File: config.mk
export PLATFORM = sky130hd
export DESIGN_NAME = fifo_queue_with_purge_core
export DESIGN_NICKNAME = d
export VERILOG_FILES = /design/src/rtl/core/fqp_pkg.sv /design/src/rtl/core/fifo_queue_with_purge_core.sv
export SDC_FILE = /design/constraint.sdc
export NUM_CORES = 1
export LEC_CHECK = 0
export CORE_ASPECT_RATIO = 0.5
export CORE_MARGIN = 2
export CORE_UTILIZATION = 60
export CTS_CLUSTER_SIZE = 28
export DETAILED_ROUTE_END_ITERATION = 7
export DONT_BUFFER_PORTS = 1
export GPL_TIMING_DRIVEN = 0
export HOLD_SLACK_MARGIN = 0.12
export PLACE_DENSITY_LB_ADDON = 0.25
export SYNTH_ARGS = -nofsm -noshare
export SYNTH_HDL_FRONTEND = slang
export SYNTH_SLANG_ARGS = --single-unit
File: constraint.sdc
create_clock -name i_clk -period 4.3 [get_ports i_clk]
set_input_delay 0.43 -clock i_clk [delete_from_list [all_inputs] [get_ports i_clk]]
set_output_delay 0.43 -clock i_clk [all_outputs]
set_load 0.05 [all_outputs]
File: src/rtl/core/fqp_pkg.sv
`timescale 1ns / 1ps

package fqp_pkg;

    localparam int DEPTH    = 16;
    localparam int ID_WIDTH = 8;
    localparam int IDX_W    = (DEPTH > 1) ? $clog2(DEPTH) : 1;
    localparam int CNT_W    = $clog2(DEPTH + 1);

    typedef enum logic [1:0] {
        FN_ENQ   = 2'd0,
        FN_DEQ   = 2'd1,
        FN_PURGE = 2'd2,
        FN_NONE  = 2'd3
    } t_func;

    typedef enum logic [2:0] {
        ST_OK       = 3'd0,
        ST_FULL     = 3'd1,
        ST_EMPTY    = 3'd2,
        ST_NOTFOUND = 3'd3,
        ST_NULL     = 3'd4
    } t_status;

endpackage

File: src/rtl/core/fifo_queue_with_purge_core.sv
`timescale 1ns / 1ps

// Bounded queue of process ids, kept compacted from slot 0.
// Input channel: i_in_valid, o_in_stall, i_func, i_proc_id. A word is taken at a
// rising edge with i_in_valid high and o_in_stall low. Output channel: o_out_valid,
// i_out_stall, o_status, o_removed_id, o_count, o_is_empty; exactly one result word
// is produced for every input word, in order.
// Enqueue, rejected operations and the unused selector register their result at
// the edge that takes the input word.
// Dequeue and purge run on a slot memory with one read and one write port and one
// id comparator; a dequeue takes slot 0 as its match. Each slot visited in the
// search takes a read and a compare step, and each slot moved to close the gap
// takes a read and a write step, followed by a finish step. A dequeue moves every
// later slot down; a purge that finds nothing visits every slot.
// The block takes one word at a time and holds o_in_stall high while it works. The
// next word can be taken at the edge after the result is registered, so words that
// finish when taken can follow every cycle while the receiver does not stall.
// When the receiver stalls, the result word holds, and a new input word is taken
// only once the output register is free or is being taken in the same cycle.
// A synchronous reset empties the queue and drops any pending result; slot
// contents are not cleared since only slots below the fill count are read.
module fifo_queue_with_purge_core (
    input  logic                 i_clk,
    input  logic                 i_rst_n,
    input  logic                 i_in_valid,
    output logic                 o_in_stall,
    input  logic [1:0]           i_func,
    input  logic [7:0]           i_proc_id,
    output logic                 o_out_valid,
    input  logic                 i_out_stall,
    output logic [2:0]           o_status,
    output logic [7:0]           o_removed_id,
    output logic [4:0]           o_count,
    output logic                 o_is_empty
);
    import fqp_pkg::*;

    typedef enum logic [5:0] {
        S_IDLE  = 6'b000001,
        S_RD    = 6'b000010,
        S_CMP   = 6'b000100,
        S_SH_RD = 6'b001000,
        S_SH_WR = 6'b010000,
        S_FIN   = 6'b100000
    } t_state;

    t_state               r_state, n_state;
    logic [CNT_W-1:0]     r_fill, n_fill;
    logic [IDX_W-1:0]     r_idx, n_idx;
    t_func                r_func, n_func;
    logic [ID_WIDTH-1:0]  r_id, n_id;
    t_status              r_status, n_status;
    logic [ID_WIDTH-1:0]  r_removed, n_removed;

    logic                 r_out_valid, n_out_valid;
    t_status              r_o_status, n_o_status;
    logic [ID_WIDTH-1:0]  r_o_removed, n_o_removed;
    logic [CNT_W-1:0]     r_o_count, n_o_count;

    logic [ID_WIDTH-1:0]  r_slots [DEPTH];
    logic [ID_WIDTH-1:0]  r_rdata;
    logic                 mem_we;
    logic [IDX_W-1:0]     mem_waddr;
    logic [ID_WIDTH-1:0]  mem_wdata;
    logic [IDX_W-1:0]     mem_raddr;

    logic                 in_take;
    logic                 out_take;
    logic [ID_WIDTH-1:0]  in_id;
    logic [CNT_W-1:0]     idx_p1;
    logic [CNT_W-1:0]     idx_p2;
    logic                 id_match;

    assign o_in_stall = (r_state != S_IDLE) || (r_out_valid && i_out_stall);
    assign in_take    = i_in_valid && !o_in_stall;
    assign out_take   = r_out_valid && !i_out_stall;
    assign in_id      = ID_WIDTH'(i_proc_id);
    assign idx_p1     = CNT_W'(r_idx) + CNT_W'(1);
    assign idx_p2     = CNT_W'(r_idx) + CNT_W'(2);
    assign id_match   = (r_func == FN_DEQ) || (r_rdata == r_id);

    always_comb begin
        n_state     = r_state;
        n_fill      = r_fill;
        n_idx       = r_idx;
        n_func      = r_func;
        n_id        = r_id;
        n_status    = r_status;
        n_removed   = r_removed;
        n_out_valid = out_take ? 1'b0 : r_out_valid;
        n_o_status  = r_o_status;
        n_o_removed = r_o_removed;
        n_o_count   = r_o_count;
        mem_we      = 1'b0;
        mem_waddr   = r_idx;
        mem_wdata   = r_rdata;
        mem_raddr   = r_idx;

        case (r_state)
            S_IDLE: begin
                if (in_take) begin
                    n_func      = t_func'(i_func);
                    n_id        = in_id;
                    n_idx       = '0;
                    n_removed   = '0;
                    n_o_removed = '0;
                    n_o_count   = r_fill;
                    n_o_status  = ST_OK;
                    n_out_valid = 1'b1;
                    case (t_func'(i_func))
                        FN_ENQ: begin
                            if (in_id == '0) begin
                                n_o_status = ST_NULL;
                            end else if (r_fill >= CNT_W'(DEPTH)) begin
                                n_o_status = ST_FULL;
                            end else begin
                                mem_we    = 1'b1;
                                mem_waddr = r_fill[IDX_W-1:0];
                                mem_wdata = in_id;
                                n_fill    = r_fill + CNT_W'(1);
                                n_o_count = r_fill + CNT_W'(1);
                            end
                        end
                        FN_DEQ: begin
                            if (r_fill == '0) begin
                                n_o_status = ST_EMPTY;
                            end else begin
                                n_out_valid = r_out_valid && !out_take;
                                n_state     = S_RD;
                            end
                        end
                        FN_PURGE: begin
                            if (in_id == '0) begin
                                n_o_status = ST_NULL;
                            end else if (r_fill == '0) begin
                                n_o_status = ST_NOTFOUND;
                            end else begin
                                n_out_valid = r_out_valid && !out_take;
                                n_state     = S_RD;
                            end
                        end
                        default: begin
                            n_o_status = ST_OK;
                        end
                    endcase
                end
            end
            S_RD: begin
                mem_raddr = r_idx;
                n_state   = S_CMP;
            end
            S_CMP: begin
                if (id_match) begin
                    n_removed = r_rdata;
                    n_status  = ST_OK;
                    n_state   = (idx_p1 < r_fill) ? S_SH_RD : S_FIN;
                end else if (idx_p1 < r_fill) begin
                    n_idx   = r_idx + IDX_W'(1);
                    n_state = S_RD;
                end else begin
                    n_status = ST_NOTFOUND;
                    n_state  = S_FIN;
                end
            end
            S_SH_RD: begin
                mem_raddr = r_idx + IDX_W'(1);
                n_state   = S_SH_WR;
            end
            S_SH_WR: begin
                mem_we    = 1'b1;
                mem_waddr = r_idx;
                mem_wdata = r_rdata;
                n_idx     = r_idx + IDX_W'(1);
                n_state   = (idx_p2 < r_fill) ? S_SH_RD : S_FIN;
            end
            S_FIN: begin
                n_out_valid = 1'b1;
                n_o_status  = r_status;
                n_o_removed = r_removed;
                if (r_status == ST_OK) begin
                    n_fill    = r_fill - CNT_W'(1);
                    n_o_count = r_fill - CNT_W'(1);
                end else begin
                    n_o_count = r_fill;
                end
                n_state = S_IDLE;
            end
            default: begin
                n_state = S_IDLE;
            end
        endcase
    end

    always_ff @(posedge i_clk) begin
        if (mem_we) begin
            r_slots[mem_waddr] <= mem_wdata;
        end
        r_rdata <= r_slots[mem_raddr];
    end

    always_ff @(posedge i_clk) begin
        if (!i_rst_n) begin
            r_state     <= S_IDLE;
            r_fill      <= '0;
            r_out_valid <= 1'b0;
        end else begin
            r_state     <= n_state;
            r_fill      <= n_fill;
            r_out_valid <= n_out_valid;
        end
    end

    always_ff @(posedge i_clk) begin
        r_idx       <= n_idx;
        r_func      <= n_func;
        r_id        <= n_id;
        r_status    <= n_status;
        r_removed   <= n_removed;
        r_o_status  <= n_o_status;
        r_o_removed <= n_o_removed;
        r_o_count   <= n_o_count;
    end

    assign o_out_valid  = r_out_valid;
    assign o_status     = r_o_status;
    assign o_removed_id = 8'(r_o_removed);
    assign o_count      = 5'(r_o_count);
    assign o_is_empty   = (r_o_count == '0);

    a_fill_bound: assert property (@(posedge i_clk) disable iff (!i_rst_n)
        r_fill <= CNT_W'(DEPTH))
        else $error("fill count exceeds queue depth");

    a_fin_out_free: assert property (@(posedge i_clk) disable iff (!i_rst_n)
        (r_state == S_FIN) |-> !r_out_valid)
        else $error("result finished while output register still holds a word");

    a_shift_in_range: assert property (@(posedge i_clk) disable iff (!i_rst_n)
        (r_state == S_SH_RD || r_state == S_SH_WR) |-> (idx_p1 < r_fill))
        else $error("gap shift reads beyond the fill count");

    a_busy_nonempty: assert property (@(posedge i_clk) disable iff (!i_rst_n)
        (r_state == S_RD || r_state == S_CMP) |-> (r_fill != '0))
        else $error("search started on an empty queue");

    a_fin_returns_idle: assert property (@(posedge i_clk) disable iff (!i_rst_n)
        (r_state == S_FIN) |=> (r_state == S_IDLE && r_out_valid))
        else $error("finish step did not deliver a result");

endmodule
* Word-level counts from Yosys, hierarchy flattened
Memories as Yosys holds them, arrays and structs flattened. A register that Yosys moved wholly into a read port is not among the register bits. Index checks and enable logic that the tools add are counted. Widths: inputs -> output; s select.
Cells by class: add/sub/neg operators 5, magnitude comparators 3, eq/ne operators 18, muxes and demuxes 56, reduce and logical (&&, ||, !) cells 23
Operator list (count):
- $mux 8 | 7
- $mux 6 | 7
- $mux 4 | 9
- $pmux 8 s2 | 2
- $pmux 6 s5 | 1
- $mux 5 | 5
- $pmux 4 s3 | 1
- $pmux 6 s2 | 1
- $mux 1 | 11
- $logic_not 5->1 | 2
- $lt 5x5->1 | 2
- $ne 2x2->1 const B | 5
- $pmux 5 s2 | 1
- $mux 3 | 3
- $pmux 3 s3 | 1
- $eq 8x8->1 | 1
- $logic_not 8->1 | 1
- $eq 6x1->1 const B | 1
- $eq 6x2->1 const B | 1
- $eq 6x3->1 const B | 1
- $eq 6x4->1 const B | 1
- $eq 6x5->1 const B | 1
- $eq 6x6->1 const B | 1
- $mux 2 | 3
- other kinds (23) | 36
Storage, ports and cells: register bits 52, bits in writable memories 128, input port bits 14, output and inout port bits 19, logic and storage cells 117, memories kept 1
Memory list:
- r_slots | depth 16, width 8, read ports 1, clocked after memory_dff 1, wr ports 1, RTL line fifo_queue_with_purge_core.sv:60 | logic [ID_WIDTH-1:0] r_slots [DEPTH];

* Longest topological paths before layout
word-level depth 9, mapped depth 10, depth with buffers taken out 8

* Worst setup path before layout
No wires, ideal clock.
kind register -> register, start point reg r_state[2], end point mem r_slots[15][0] (enable), setup time 0.373 ns, arrival time 2.758 ns, data required time 3.927 ns, setup slack 1.169 ns, stages on the path, launching flop included 9, buffers on the path 2, clock period less this slack 3.131 ns, cell sequence dfxtp_1 -> clkbuf_1 -> nor4_1 -> and4_1 -> clkbuf_1 -> and2_0 -> clkinv_1 -> o32ai_1 -> nor2b_1
On the way: longest elaborated chain between the ends 8, elaborated cells between the ends (all ways) 12, classes of those cells 3 x eq/ne; 6 x mux; 3 x reduce/logical
Ends and longest elaborated chain:
- start: declaration | RTL line fifo_queue_with_purge_core.sv:47 | t_state r_state, n_state;
- start signal: assignment | RTL line fifo_queue_with_purge_core.sv:207 | r_state <= n_state;
- $ne 6x1->1 | RTL line fifo_queue_with_purge_core.sv:74 | assign o_in_stall = (r_state != S_IDLE) || (r_out_valid && i_out_stall);
- $logic_or 1x1->1 | RTL line fifo_queue_with_purge_core.sv:74
- $logic_not 1->1 | RTL line fifo_queue_with_purge_core.sv:75 | assign in_take = i_in_valid && !o_in_stall;
- $logic_and 1x1->1 | RTL line fifo_queue_with_purge_core.sv:75
- $mux 1 | RTL line fifo_queue_with_purge_core.sv:101 | if (in_take) begin
- $pmux 1 s2 | RTL line fifo_queue_with_purge_core.sv:99 | case (r_state)
- $mux 1 | RTL line fifo_queue_with_purge_core.sv:195 | if (mem_we) begin
- $mux 1 (not written as such) | RTL line fifo_queue_with_purge_core.sv:196 | r_slots[mem_waddr] <= mem_wdata;
- end: declaration | RTL line fifo_queue_with_purge_core.sv:60
Parallel ways exist; a longest one is shown, timed or not.

* Worst setup path after layout
start point reg r_state[3], end point mem r_slots[8][2] (enable)
The elaborated chain is that of the path after synthesis.

==> flow_summary_export.csv <==
group,metric,value,unit
cells_and_area,drive_gt1_share,11.3,%
clock_tree,cts_buffers,17,
timing,period_needed,3.98,ns
grt,grt_usage,25.1,%
pwr,p_switching,2.29,mW
job,max_cap_violations,0,
drt,wl_met2,9040,um
die,fp.dieW,177,um
yosys,syn_area,8960,um^2
die,die_h,90.4,um
die,core-area,14500,um^2
drt,routed-wl-met3,1470,um
timing,worst_slack,0.315,ns
drt,finalWirelength,19200,um
drt,drc_errors,0,
yosys,ys_seq_elements,187,
clock_tree,cts_tree,"done",
die,rows,31,
yosys,yosys_warnings,0,
critical_path,crit_type,"reg -> reg",
clock_tree,worstSkewPairLatency,0.43,ns
yosys,synth.distinct_cells,64,
pwr,finalPower,6.41,mW
drt,post_drt_wl_per_cell,21.7,um
timing,setup-tns-final,0,ns
timing,clock.fmax,251,MHz
die,fp.dieArea,16000,um^2
clock_tree,clkSlewWorstSetupHoldPaths,0.08,ns
timing,drv_slew,0,
yosys,ys.flop_type,"edfxtp_1",
drt,wl_met1,8460,um
placement,dp_hpwl,13300,um
pwr,intPower,4.12,mW
yosys,synth.net_count,677,
cells_and_area,diodes,0,
run_status,status,"completed",
timing,worst_slew_margin_rel,23.3,%
drt,drtAntennaViolNets,0,
pwr,p_leak,3.59,nW
grt,antenna_found_initial,2,
drt,highest-signal-layer,"met4",
critical_path,crit_path_end_kind,"register",
grt,overflow,0,
timing,finalCritPeriodShare,92.7,%
placement,gp_congestion,0.891,
die,pin_count,33,
timing,rsz0062_at_grt,"true",
worst_hold_path,min-delay-start,"i_in_valid",
pwr,combPwrFrac,33.6,%
clock_tree,cts_sinks,187,
yosys,synth_edf_count,167,
clock_tree,clockRootBuffer,"clkbuf_16",
cells_and_area,utilization,68.4,%
critical_path,r2r-start,"r_state[3]$_SDFFE_PN0P_",
pwr,switching_share,35.7,%
timing,hold_violations,0,
cells_and_area,area_growth,11.0,%
clock_tree,cts_htree_levels,4,
pwr,p_seq_share,40.6,%
critical_path,required,4.36,ns
drt,drtIter0Drc,752,
worst_hold_path,hold_class,"in -> reg",
yosys,ys_seq_area_share,60.4,%
critical_path,crit_start,"r_state[3]$_SDFFE_PN0P_",
pwr,vdd_drop_max,374,uV
placement,port_buffers,0,
grt,grt_max_degree,20,
pwr,clockPowerShare,25.7,%
grt,grt_pass1_wl,29800,um
pwr,power_density,644,nW/um^2
die,initial_core_util,61.6,%
placement,post-place-ws,0.321,ns
yosys,synthArstFlopShare,0,%
timing,fin_skew,0.0114,ns
drt,vias,5654,
critical_path,path_max_fanout,14,
timing,setup_viol,0,
clock_tree,cts.path.max_buffers,2,
timing,max_slew.worst_pin.slew,1.14,ns
critical_path,worstPathArrival,4.04,ns
critical_path,cp-start-kind,"register",
drt,viasPerCell,6.37,
yosys,syn_area_per_cell,13.9,um^2
cells_and_area,num-nets-final,706,
drt,drtPass1Iterations,5,
yosys,syn_inst,647,
grt,grt_pass1_vias,5301,
==> cells in the final DEF, fill, tap and decap left out, drive strengths merged, types with 3 or more instances in the layout <==
| cell | instances |
|---|---|
| a211o | 7 |
| a211oi | 8 |
| a21boi | 3 |
| a21o | 4 |
| a21oi | 12 |
| a31oi | 5 |
| a32oi | 3 |
| and2 | 13 |
| and3 | 8 |
| buf | 10 |
| clkbuf | 41 |
| clkinv | 8 |
| dfxtp | 20 |
| dlygate4sd3 | 10 |
| edfxtp | 167 |
| ha | 16 |
| inv | 19 |
| mux2 | 12 |
| mux2i | 104 |
| mux4 | 16 |
| nand2 | 41 |
| nand2b | 6 |
| nand3 | 12 |
| nor2 | 42 |
| nor2b | 5 |
| nor3 | 5 |
| nor4 | 9 |
| o21a | 3 |
| o21ai | 10 |
| o22ai | 7 |
| o311ai | 6 |
| o31a | 3 |
| or4 | 3 |
| xnor2 | 9 |
| xor2 | 12 |
==> layer usage <==
layer  vias up  global-route usage [%]
met5         -                       0
met4         0                    7.23
met3        20                    4.21
met2       254                    39.0
met1      2822                    36.7
li1       2558                       -
==> sequential cells by signal, indices dropped and copies added, names as in the netlist <==
register and count:
r_func 2, r_removed 8, o_out_valid 1, r_idx 4
r_fill 5, r_state 6, o_status 3, o_removed_id 8
o_count 5, r_status 1, r_slots 128, r_id 8
r_rdata 8
==> Yosys cell counts, drive strengths merged (10+ instances only) <==
cell / count / area [um^2]
nor2: 42 / 158
mux2i: 104 / 1050
nand2: 41 / 154
buf: 10 / 60.1
ha: 16 / 200
mux2: 12 / 135
and2: 13 / 81.3
a21oi: 12 / 60.1
edfxtp: 167 / 5010
mux4: 16 / 364
clkbuf: 24 / 90.1
dfxtp: 20 / 400
xor2: 12 / 105
inv: 13 / 48.8
o21ai: 10 / 50.1
nand3: 12 / 60.1
==> what timing repair did <==
action / in CTS / in global routing
buffers inserted: 0 / 0
gates resized for setup: 0 / 3
hold buffers: 10 / 0
endpoints found under the setup margin: 0 / 16
endpoints found under the hold margin: 10 / 0
==> final timing paths <==
check        slack (ns)                            end  cells past startpoint
min reg2reg        0.55  o_removed_id[0]$_SDFFCE_PN0P_                      1
min                0.17         o_out_valid$_SDFF_PN0_                      2
max                0.32        r_slots[8][2]$_DFFE_PP_                      8
max reg2reg        0.32        r_slots[8][2]$_DFFE_PP_                      8
==> power by group through the flow <==
stage / combinational (mW) / clock [mW] / sequential [mW]
CTS: 2.13 / 1.65 / 2.60
global placement: 2.08 / 0 / 2.63
finish: 2.16 / 1.65 / 2.60
detailed placement: 2.11 / 0 / 2.64
floorplan: 1.58 / 0 / 2.60
global route: 2.33 / 1.73 / 2.62
==> layout make-up <==
class | count | area (um^2)
inverter | 14 | 52.6
tap | 198 | 248
clock inverter | 15 | 208
fill | 991 | 4600
clock buffer | 17 | 425
buffer | 34 | 150
timing repair buffer | 10 | 100
sequential | 187 | 5420
multi-input combinational | 412 | 3350
==> through the flow <==
stage	cells	instance area, um^2	hold WS (ns)
finish	887	9950	0.167
global route	887	9950	0.177
CTS	887	9940	0.161
detailed placement	845	9210	0.529
global placement	845	9210	0.529
floorplan	647	8960	0.520
==> logic make-up after synthesis <==
group,after synthesis,synth area share (%)
AOI/OAI and AO/OA,85,6.77
adders and majority gates,16,2.23
DFF,187,60.4
and+or+nand+nor,158,8.84
xor gates and xnor gates,21,2.14
muxes,132,17.3
buffers and inverters,48,2.26
==> worst max-delay path, stage by stage, from the launching register on <==
cell      delay, ns
dfxtp_1        0.30
clkbuf_1       0.21
nor4_1         0.51
and4_1         0.28
clkbuf_1       0.59
and2_0         0.31
clkbuf_1       0.36
a32oi_1        0.33
nor2_1         0.72
(Power assumes the default switching activity.)
